File: src/hw/rtl/mm_pkg.sv
package mm_pkg;

    // Fixed field widths of the stream words and configuration registers.
    localparam int CMD_W     = 2;
    localparam int INDEX_W   = 6;
    localparam int VALUE_W   = 16;
    localparam int PRODUCT_W = 35;
    localparam int POS_W     = 3;
    localparam int DIM_CFG_W = 4;

    localparam int IN_DATA_W  = 24;
    localparam int OUT_DATA_W = 48;

    typedef enum logic [CMD_W-1:0] {
        CMD_WRITE_A = 2'd0,
        CMD_WRITE_B = 2'd1,
        CMD_COMPUTE = 2'd2
    } cmd_t;

    typedef enum logic [1:0] {
        CFG_ROWS_M  = 2'd0,
        CFG_INNER_K = 2'd1,
        CFG_COLS_N  = 2'd2
    } cfg_idx_t;

    typedef enum logic {
        SEQ_IDLE,
        SEQ_RUN
    } seq_state_t;

    // Tag that travels down the multiply-accumulate pipeline with each read.
    typedef struct packed {
        logic             valid;
        logic             first;
        logic             last_k;
        logic             last_elem;
        logic [POS_W-1:0] row;
        logic [POS_W-1:0] col;
    } mm_tag_t;

    // A dimension of zero counts as one, any value above the maximum as the maximum.
    function automatic logic [DIM_CFG_W-1:0] clamp_dim(input logic [DIM_CFG_W-1:0] d,
                                                        input int max_dim);
        logic [DIM_CFG_W-1:0] res;
        res = d;
        if (d == '0)
        begin
            res = DIM_CFG_W'(1);
        end
        else if (int'(d) > max_dim)
        begin
            res = DIM_CFG_W'(max_dim);
        end
        return res;
    endfunction

endpackage

File: src/hw/rtl/mm_seq.sv
module mm_seq #(
    parameter int MAX_DIM = 8,
    parameter int DW      = 4,
    parameter int AW      = 6
) (
    input  logic            clk,
    input  logic            rst_n,
    input  logic            start,
    input  logic [DW-1:0]   m_dim,
    input  logic [DW-1:0]   k_dim,
    input  logic [DW-1:0]   n_dim,
    input  logic            adv,
    output logic            busy,
    output logic [AW-1:0]   a_addr,
    output logic [AW-1:0]   b_addr,
    output mm_pkg::mm_tag_t tag
);
    import mm_pkg::*;

    localparam int IW = (MAX_DIM > 1) ? $clog2(MAX_DIM) : 1;

    seq_state_t    state_reg, state_next;
    logic [IW-1:0] r_reg, r_next, c_reg, c_next, k_reg, k_next;
    logic [AW-1:0] a_base_reg, a_base_next, a_addr_reg, a_addr_next, b_addr_reg, b_addr_next;
    logic [DW-1:0] md_reg, md_next, kd_reg, kd_next, nd_reg, nd_next;
    logic          k_end, c_end, r_end;

    assign k_end = (DW'(k_reg) + DW'(1)) == kd_reg;
    assign c_end = (DW'(c_reg) + DW'(1)) == nd_reg;
    assign r_end = (DW'(r_reg) + DW'(1)) == md_reg;

    always_ff @(posedge clk or negedge rst_n)
    begin
        if (!rst_n)
        begin
            state_reg <= SEQ_IDLE;
        end
        else
        begin
            state_reg <= state_next;
        end
    end

    always_ff @(posedge clk)
    begin
        r_reg      <= r_next;
        c_reg      <= c_next;
        k_reg      <= k_next;
        a_base_reg <= a_base_next;
        a_addr_reg <= a_addr_next;
        b_addr_reg <= b_addr_next;
        md_reg     <= md_next;
        kd_reg     <= kd_next;
        nd_reg     <= nd_next;
    end

    always_comb
    begin
        state_next  = state_reg;
        r_next      = r_reg;
        c_next      = c_reg;
        k_next      = k_reg;
        a_base_next = a_base_reg;
        a_addr_next = a_addr_reg;
        b_addr_next = b_addr_reg;
        md_next     = md_reg;
        kd_next     = kd_reg;
        nd_next     = nd_reg;
        unique case (state_reg)
            SEQ_IDLE:
            begin
                if (start)
                begin
                    state_next  = SEQ_RUN;
                    md_next     = m_dim;
                    kd_next     = k_dim;
                    nd_next     = n_dim;
                    r_next      = '0;
                    c_next      = '0;
                    k_next      = '0;
                    a_base_next = '0;
                    a_addr_next = '0;
                    b_addr_next = '0;
                end
            end
            SEQ_RUN:
            begin
                if (adv)
                begin
                    if (!k_end)
                    begin
                        k_next      = k_reg + IW'(1);
                        a_addr_next = a_addr_reg + AW'(1);
                        b_addr_next = b_addr_reg + AW'(nd_reg);
                    end
                    else
                    begin
                        k_next = '0;
                        if (!c_end)
                        begin
                            c_next      = c_reg + IW'(1);
                            a_addr_next = a_base_reg;
                            b_addr_next = AW'(c_reg) + AW'(1);
                        end
                        else
                        begin
                            c_next      = '0;
                            b_addr_next = '0;
                            r_next      = r_reg + IW'(1);
                            a_base_next = a_base_reg + AW'(kd_reg);
                            a_addr_next = a_base_reg + AW'(kd_reg);
                            if (r_end)
                            begin
                                state_next = SEQ_IDLE;
                            end
                        end
                    end
                end
            end
            default:
            begin
                state_next = SEQ_IDLE;
            end
        endcase
    end

    assign busy          = (state_reg == SEQ_RUN);
    assign a_addr        = a_addr_reg;
    assign b_addr        = b_addr_reg;
    assign tag.valid     = (state_reg == SEQ_RUN);
    assign tag.first     = (k_reg == '0);
    assign tag.last_k    = k_end;
    assign tag.last_elem = k_end && c_end && r_end;
    assign tag.row       = POS_W'(r_reg);
    assign tag.col       = POS_W'(c_reg);

endmodule

File: src/hw/rtl/matrix_multiply.sv
// Channel   Dir  Handshake                    Word contents (lowest bit first)
// s_axis    in   s_axis_tvalid/s_axis_tready  command, element_index, element_value
// m_axis    out  m_axis_tvalid/m_axis_tready  product_value, out_row, out_col; tlast
// cfg       in   cfg_we                       cfg_index selects rows_m/inner_k/cols_n
//
// A write word stores one element of A or B.
// A compute word closes the input while the sequencer runs; the sequencer issues one
// read of A and one of B per cycle unless the output stalls, and a single
// multiply-accumulate unit sums K products per result, with the reads, product
// and sum registered. Reset clears only control state; the element memories hold whatever
// was last written. A stalled output freezes the whole read and accumulate pipeline.
module matrix_multiply #(
    parameter int MAX_DIM       = 8,
    parameter int ELEMENT_WIDTH = 16
) (
    input  logic                            clk,
    input  logic                            rst_n,
    input  logic                            s_axis_tvalid,
    output logic                            s_axis_tready,
    // command[1:0], element_index[7:2], element_value[23:8]
    input  logic [mm_pkg::IN_DATA_W-1:0]    s_axis_tdata,
    output logic                            m_axis_tvalid,
    input  logic                            m_axis_tready,
    // product_value[34:0], out_row[37:35], out_col[40:38], zeros above
    output logic [mm_pkg::OUT_DATA_W-1:0]   m_axis_tdata,
    output logic                            m_axis_tlast,
    input  logic                            cfg_we,
    input  logic [1:0]                      cfg_index,
    input  logic [mm_pkg::DIM_CFG_W-1:0]    cfg_data
);
    import mm_pkg::*;

    localparam int DEPTH   = MAX_DIM * MAX_DIM;
    localparam int AW      = (DEPTH > 1) ? $clog2(DEPTH) : 1;
    localparam int DW      = $clog2(MAX_DIM + 1);
    localparam int EW      = ELEMENT_WIDTH;
    localparam int PROD_W  = 2 * EW;
    localparam int ACC_W   = PROD_W + 4;
    localparam int EXT_W   = (ACC_W > PRODUCT_W) ? ACC_W : PRODUCT_W;
    localparam int VEXT_W  = (EW > VALUE_W) ? EW : VALUE_W;

    // Configuration registers, taken as written and clamped on use.
    logic [DIM_CFG_W-1:0] rows_m_reg, inner_k_reg, cols_n_reg;
    logic [DW-1:0]        m_dim, k_dim, n_dim;

    // Input word fields.
    logic [CMD_W-1:0]         in_cmd;
    logic [INDEX_W-1:0]       in_index;
    logic signed [VALUE_W-1:0] in_value;
    logic signed [VEXT_W-1:0] value_ext;
    logic [EW-1:0]            wr_data;
    logic                     in_accept, wr_in_range, start;

    // Element memories, one read port each, read data registered.
    logic [EW-1:0] a_mem [DEPTH];
    logic [EW-1:0] b_mem [DEPTH];
    logic signed [EW-1:0] a_rd_reg, b_rd_reg;

    logic          busy, adv;
    logic [AW-1:0] a_addr, b_addr;
    mm_tag_t       seq_tag, s1_tag_reg, s2_tag_reg;

    logic signed [PROD_W-1:0] prod_reg;
    logic signed [ACC_W-1:0]  acc_reg, acc_sum;
    logic signed [EXT_W-1:0]  acc_ext;

    logic                 out_valid_reg, out_valid_next, out_load;
    logic [PRODUCT_W-1:0] out_product_reg;
    logic [POS_W-1:0]     out_row_reg, out_col_reg;
    logic                 out_last_reg;

    assign in_cmd   = s_axis_tdata[1:0];
    assign in_index = s_axis_tdata[7:2];
    assign in_value = s_axis_tdata[23:8];

    // Narrower elements keep the low bits; wider ones are sign-extended.
    assign value_ext = VEXT_W'(in_value);
    assign wr_data   = value_ext[EW-1:0];

    assign s_axis_tready = !busy;
    assign in_accept     = s_axis_tvalid && s_axis_tready;
    assign wr_in_range   = ({1'b0, in_index} < (INDEX_W + 1)'(DEPTH));
    assign start         = in_accept && (in_cmd == CMD_COMPUTE);

    assign m_dim = DW'(clamp_dim(rows_m_reg, MAX_DIM));
    assign k_dim = DW'(clamp_dim(inner_k_reg, MAX_DIM));
    assign n_dim = DW'(clamp_dim(cols_n_reg, MAX_DIM));

    always_ff @(posedge clk or negedge rst_n)
    begin
        if (!rst_n)
        begin
            rows_m_reg  <= DIM_CFG_W'(8);
            inner_k_reg <= DIM_CFG_W'(8);
            cols_n_reg  <= DIM_CFG_W'(8);
        end
        else if (cfg_we)
        begin
            unique case (cfg_index)
                CFG_ROWS_M:  rows_m_reg  <= cfg_data;
                CFG_INNER_K: inner_k_reg <= cfg_data;
                CFG_COLS_N:  cols_n_reg  <= cfg_data;
                default:     ;
            endcase
        end
    end

    // Writes are only accepted while the sequencer is idle, so a write never
    // races a read of the same entry and no forwarding is needed.
    always_ff @(posedge clk)
    begin
        if (in_accept && wr_in_range && (in_cmd == CMD_WRITE_A))
        begin
            a_mem[AW'(in_index)] <= wr_data;
        end
        if (in_accept && wr_in_range && (in_cmd == CMD_WRITE_B))
        begin
            b_mem[AW'(in_index)] <= wr_data;
        end
        if (adv && seq_tag.valid)
        begin
            a_rd_reg <= a_mem[a_addr];
            b_rd_reg <= b_mem[b_addr];
        end
    end

    // The pipeline moves whenever the output register is free or being emptied.
    assign adv = !out_valid_reg || m_axis_tready;

    mm_seq #(
        .MAX_DIM (MAX_DIM),
        .DW      (DW),
        .AW      (AW)
    ) u_seq (
        .clk    (clk),
        .rst_n  (rst_n),
        .start  (start),
        .m_dim  (m_dim),
        .k_dim  (k_dim),
        .n_dim  (n_dim),
        .adv    (adv),
        .busy   (busy),
        .a_addr (a_addr),
        .b_addr (b_addr),
        .tag    (seq_tag)
    );

    always_ff @(posedge clk or negedge rst_n)
    begin
        if (!rst_n)
        begin
            s1_tag_reg <= '0;
            s2_tag_reg <= '0;
        end
        else if (adv)
        begin
            s1_tag_reg <= seq_tag;
            s2_tag_reg <= s1_tag_reg;
        end
    end

    // Multiply stage, then accumulate stage.
    always_ff @(posedge clk)
    begin
        if (adv && s1_tag_reg.valid)
        begin
            prod_reg <= a_rd_reg * b_rd_reg;
        end
        if (adv && s2_tag_reg.valid)
        begin
            acc_reg <= acc_sum;
        end
    end

    // Each result starts its sum from zero on its first product.
    assign acc_sum = (s2_tag_reg.first ? ACC_W'(0) : acc_reg) + ACC_W'(prod_reg);
    assign acc_ext = EXT_W'(acc_sum);

    assign out_load       = adv && s2_tag_reg.valid && s2_tag_reg.last_k;
    assign out_valid_next = out_load ? 1'b1 : (m_axis_tready ? 1'b0 : out_valid_reg);

    always_ff @(posedge clk or negedge rst_n)
    begin
        if (!rst_n)
        begin
            out_valid_reg <= 1'b0;
        end
        else
        begin
            out_valid_reg <= out_valid_next;
        end
    end

    always_ff @(posedge clk)
    begin
        if (out_load)
        begin
            out_product_reg <= acc_ext[PRODUCT_W-1:0];
            out_row_reg     <= s2_tag_reg.row;
            out_col_reg     <= s2_tag_reg.col;
            out_last_reg    <= s2_tag_reg.last_elem;
        end
    end

    assign m_axis_tvalid = out_valid_reg;
    assign m_axis_tdata  = {(OUT_DATA_W - PRODUCT_W - 2 * POS_W)'(0),
                            out_col_reg, out_row_reg, out_product_reg};
    assign m_axis_tlast  = out_last_reg;

    // The final element of a matrix is also the final product of its sum.
    assert property (@(posedge clk) disable iff (!rst_n)
        s2_tag_reg.valid && s2_tag_reg.last_elem |-> s2_tag_reg.last_k)
        else $error("last element flagged before its last product");

    // A compute word must start the sequencer and close the input.
    assert property (@(posedge clk) disable iff (!rst_n)
        in_accept && (in_cmd == CMD_COMPUTE) |=> !s_axis_tready)
        else $error("compute word accepted but sequencer did not start");

    // The closing word of a matrix sits at the bottom right corner.
    assert property (@(posedge clk) disable iff (!rst_n)
        m_axis_tvalid && m_axis_tlast |->
            (DW'(out_row_reg) + DW'(1) == m_dim) && (DW'(out_col_reg) + DW'(1) == n_dim))
        else $error("last word not at final row and column");

endmodule
File: config.mk
export PLATFORM = sky130hd
export DESIGN_NAME = matrix_multiply
export DESIGN_NICKNAME = d
export VERILOG_FILES = /design/src/hw/rtl/mm_pkg.sv /design/src/hw/rtl/mm_seq.sv /design/src/hw/rtl/matrix_multiply.sv
export SDC_FILE = /design/constraint.sdc
export NUM_CORES = 2
export LEC_CHECK = 0
export BUFFER_PORTS_ARGS = -buffer_cell sky130_fd_sc_hd__buf_2
export CORE_MARGIN = 3
export CORE_UTILIZATION = 63
export CTS_CLUSTER_SIZE = 20
export DETAILED_ROUTE_END_ITERATION = 12
export PLACE_DENSITY = 0.86
export REMOVE_ABC_BUFFERS = 1
export SYNTH_ARGS = -nofsm -noshare
export SYNTH_HDL_FRONTEND = slang
export SYNTH_SLANG_ARGS = --single-unit
File: constraint.sdc
create_clock -name clk -period 7.4 [get_ports clk]
set_input_delay 1.48 -clock clk [delete_from_list [all_inputs] [get_ports clk]]
set_output_delay 1.48 -clock clk [all_outputs]
set_load 0.005 [all_outputs]
==> impl_table.tex <==
\begin{tabular}{lr}
\hline
Metric & Value \\
\hline
\multicolumn{2}{l}{\textbf{Routing}} \\
\quad DRC Markers & 0 \\
\quad Wire length per cell after detailed routing & 37.2 um \\
\quad Final wirelength & 274 mm \\
\quad DR vias & 52300 \\
\quad 1st-iter DRT viols & 9510 \\
\quad First-pass iteration count of the detailed router & 7 \\
\quad Drt via density & 7.11 \\
\quad Post-DRT Antenna Nets & 0 \\
\multicolumn{2}{l}{\textbf{Finish}} \\
\quad Biggest regs & a\_mem x1024, b\_mem x1024 \\
\quad Most common cell after layout, fill and taps aside & edfxtp\_1 \\
\quad Highest-count cells in the layout ignoring fill and taps & edfxtp\_1, mux4\_2, inv\_1 \\
\quad Area delta synth->final & 10.6\% \\
\quad Final-stage net count & 5561 \\
\quad Share of cells above drive strength 1 & 0.238 \\
\quad Design area & 108000 sq um \\
\multicolumn{2}{l}{\textbf{Die}} \\
\quad Chip width & 400 um \\
\quad Core Rows & 143 \\
\quad Placeable Area & 153000 sq um \\
\quad Area of the die & 160000 sq um \\
\quad Die extent in y & 400 um \\
\quad Initial Utilization & 0.638 \\
\quad I/O pin cnt & 86 \\
\multicolumn{2}{l}{\textbf{Clock network}} \\
\quad Total CTS buffers & 209 \\
\quad TritonCTS clock tree & built \\
\quad CTS Sinks & 2262 \\
\quad Root Driver & clkbuf\_16 \\
\quad Worst-skew pair later-pin latency & 0.88 ns \\
\quad Deepest level of the CTS H-tree & 4 \\
\quad Buffers inserted during post-CTS setup optimization & 0 \\
\quad Count of cells resized by post-cts repair & 0 \\
\quad Quantity of hold-fixing buffers added after cts & 0 \\
\quad Clock transition at the registers of the reported paths & 0.07 ns \\
\quad CTS Buffer Depth & 3 \\
\multicolumn{2}{l}{\textbf{Synth}} \\
\quad Share of the yosys chip area belonging to registers & 0.695 \\
\quad Number of enable-type register cells in the synthesized netlist & 2228 \\
\quad Async S/R FF share, synth & 0.0150 \\
\quad Post-Synthesis Mean Instance Area & 20.0 sq um \\
\quad Yosys warning count & 0 \\
\quad FF+latch count, synth & 2262 \\
\quad Netlist cell types & 67 \\
\quad Post-Syn Instances & 4885 \\
\quad Post-Synthesis Cell Area & 97500 sq um \\
\quad Primary FF master, synth & edfxtp\_1 \\
\multicolumn{2}{l}{\textbf{Timing}} \\
\quad Setup TNS after final layout & 0 ns \\
\quad Final-report hold violation count & 0 \\
\quad Slew @ Worst Pin & 1.42 ns \\
\quad Final worst-path setup slack & 0.465 ns \\
\quad Relative slew margins & 0.0564 \\
\quad Highest achievable clock rate & 144 MHz \\
\quad Final worst-path cycle share & 0.937 \\
\quad Final worst clock skew & 0.0657 ns \\
\quad Max Transition Viols Final & 0 \\
\quad Shortest period the worst path allows & 6.93 ns \\
\quad RSZ-0062 raised after global routing & false \\
\quad Final setup violation count & 0 \\
\multicolumn{2}{l}{\textbf{Setup path}} \\
\quad CP max stage cell & edfxtp\_1 \\
\quad Gate family responsible for the most delay along the worst path & adder cells \\
\quad Critical Setup Path Class & reg -> reg \\
\quad Crit-path cells & and2\_1, fa\_1, inv\_1, fa\_1, inv\_1, fa\_1, fa\_1, fa\_1, inv\_1, fa\_1, inv\_1, ha\_1, nand3\_1, a2111oi\_0, nand3\_1, a31oi\_1, o311ai\_1, o211a\_1, o31ai\_1, a21oi\_1, xnor2\_1 \\
\quad CP Data Arrival Time & 7.54 ns \\
\quad Crit Reg-Reg Startpoint & b\_rd\_reg[4]\$\_DFFE\_PP\_ \\
\quad Data required time of the worst path & 8.00 ns \\
\quad CP startpoint & b\_rd\_reg[4]\$\_DFFE\_PP\_ \\
\quad Max incr delay on CP & 0.66 ns \\
\quad Critical path buffers and inverters & 4 \\
\quad Critical Path End Type & register \\
\quad Critical-path maximum fanout & 16 \\
\quad Cell repeated most along the worst path & fa\_1 \\
\quad Critical path startpoint category & register \\
\multicolumn{2}{l}{\textbf{Job}} \\
\quad Count of maximum capacitance violations & 0 \\
\multicolumn{2}{l}{\textbf{Place}} \\
\quad Final estimated routing congestion in global placement & 0.904 \\
\quad IO buf count & 78 \\
\quad Hpwl dp & 150 mm \\
\quad Cell Area, Placed & 101000 sq um \\
\quad Post-place setup slack & 0.605 ns \\
\multicolumn{2}{l}{\textbf{GRT}} \\
\quad GRT Overall Usage & 0.352 \\
\quad Via count of the first global-routing pass & 53100 \\
\quad Wire length of the first global-routing pass & 395 mm \\
\quad Largest net degree at the start of global routing & 159 \\
\quad Antenna violations before repair & 28 \\
\quad Global route overflow & 0 \\
\multicolumn{2}{l}{\textbf{Run status}} \\
\quad Run status & finished clean \\
\multicolumn{2}{l}{\textbf{Worst hold path}} \\
\quad Startpoint of the lowest-slack hold path & s2\_tag\_reg[5]\$\_DFFE\_PN0N\_ \\
\quad Worst hold-check path type & reg -> reg \\
\hline
\end{tabular}
## stage by stage
step | utilization | hold WS, ns | cells
floorplan | - | 0.425 | 4672
global placement | 0.661 | 0.431 | 6951
detailed placement | 0.661 | 0.434 | 6951
CTS | 0.706 | 0.446 | 7341
global route | 0.706 | 0.458 | 7341
finish | 0.706 | 0.446 | 7356
## synth_stat cells, types with 31 or more instances
master	instances	area, sq um
dfrtp_1	31	776
xnor2_1	60	526
and2_1	121	757
fa_1	265	5310
edfxtp_1	2228	66900
a21o_1	34	255
clkbuf_1	142	533
mux4_2	669	15100
nor2b_1	50	313
buf_2	31	155
inv_1	343	1290
nor2_1	202	758
nand2_1	231	867
ha_1	129	1610
a21oi_1	71	355
## layout make-up
cell class              instances  area [sq um]
diodes                         15          37.5
clock buffers                 255          5490
clock inverters               135          1390
fillers                      8133         44900
inverters                     344          1290
multi-input cells            2066         27600
flip-flops and latches       2262         67800
well taps                    2030          2540
repair buffers                249          1810
## logic make-up (layout without fill, tap and decap cells)
group,count (synthesis),count (layout),synth area share
flops,2262,2262,0.695
buf+inv,563,983,0.0234
xor+xnor,86,86,0.00772
compound gates,206,206,0.0137
fa+ha+maj,394,394,0.0709
mux,685,685,0.157
simple gates,688,688,0.0328
other cells,1,22,0.0000384
## worst register-to-register path: cells and delay by family, from the launching register on
kind	cells	cell delay, ns
fa+ha+maj	7	3.38
compound gates	6	1.64
flops	1	0.66
simple gates	3	0.63
buf+inv	4	0.23
xor+xnor	1	0.13
## path summary, 6_finish.rpt
kind                       cells past startpoint                        end  slack [ns]
setup reg to reg                              21     prod_reg[31]$_DFFE_PP_        0.47
hold reg to reg                                0   out_row_reg[2]$_DFFE_PP_        0.45
max in group asynchronous                      1  cols_n_reg[1]$_DFFE_PN0P_        6.18
setup / recovery                              21     prod_reg[31]$_DFFE_PP_        0.47
hold / removal                                 0   out_row_reg[2]$_DFFE_PP_        0.45
min in group asynchronous                      1  m_axis_tvalid$_DFFE_PN0P_        0.72
## layer usage
| layer | part of all wire | wire length [um] | vias to the layer above | global-route usage |
|---|---|---|---|---|
| met5 | 0.00061 | 167 | - | 0 |
| met4 | 0.056 | 15400 | 24 | 0.161 |
| met3 | 0.14 | 37400 | 931 | 0.0937 |
| met2 | 0.48 | 131000 | 5015 | 0.552 |
| met1 | 0.33 | 89300 | 26700 | 0.472 |
| li1 | - | - | 19600 | - |
Power is left out: the tool's default activity adds up to more than one toggle a clock period on the data nets, which glitch-free logic cannot reach.
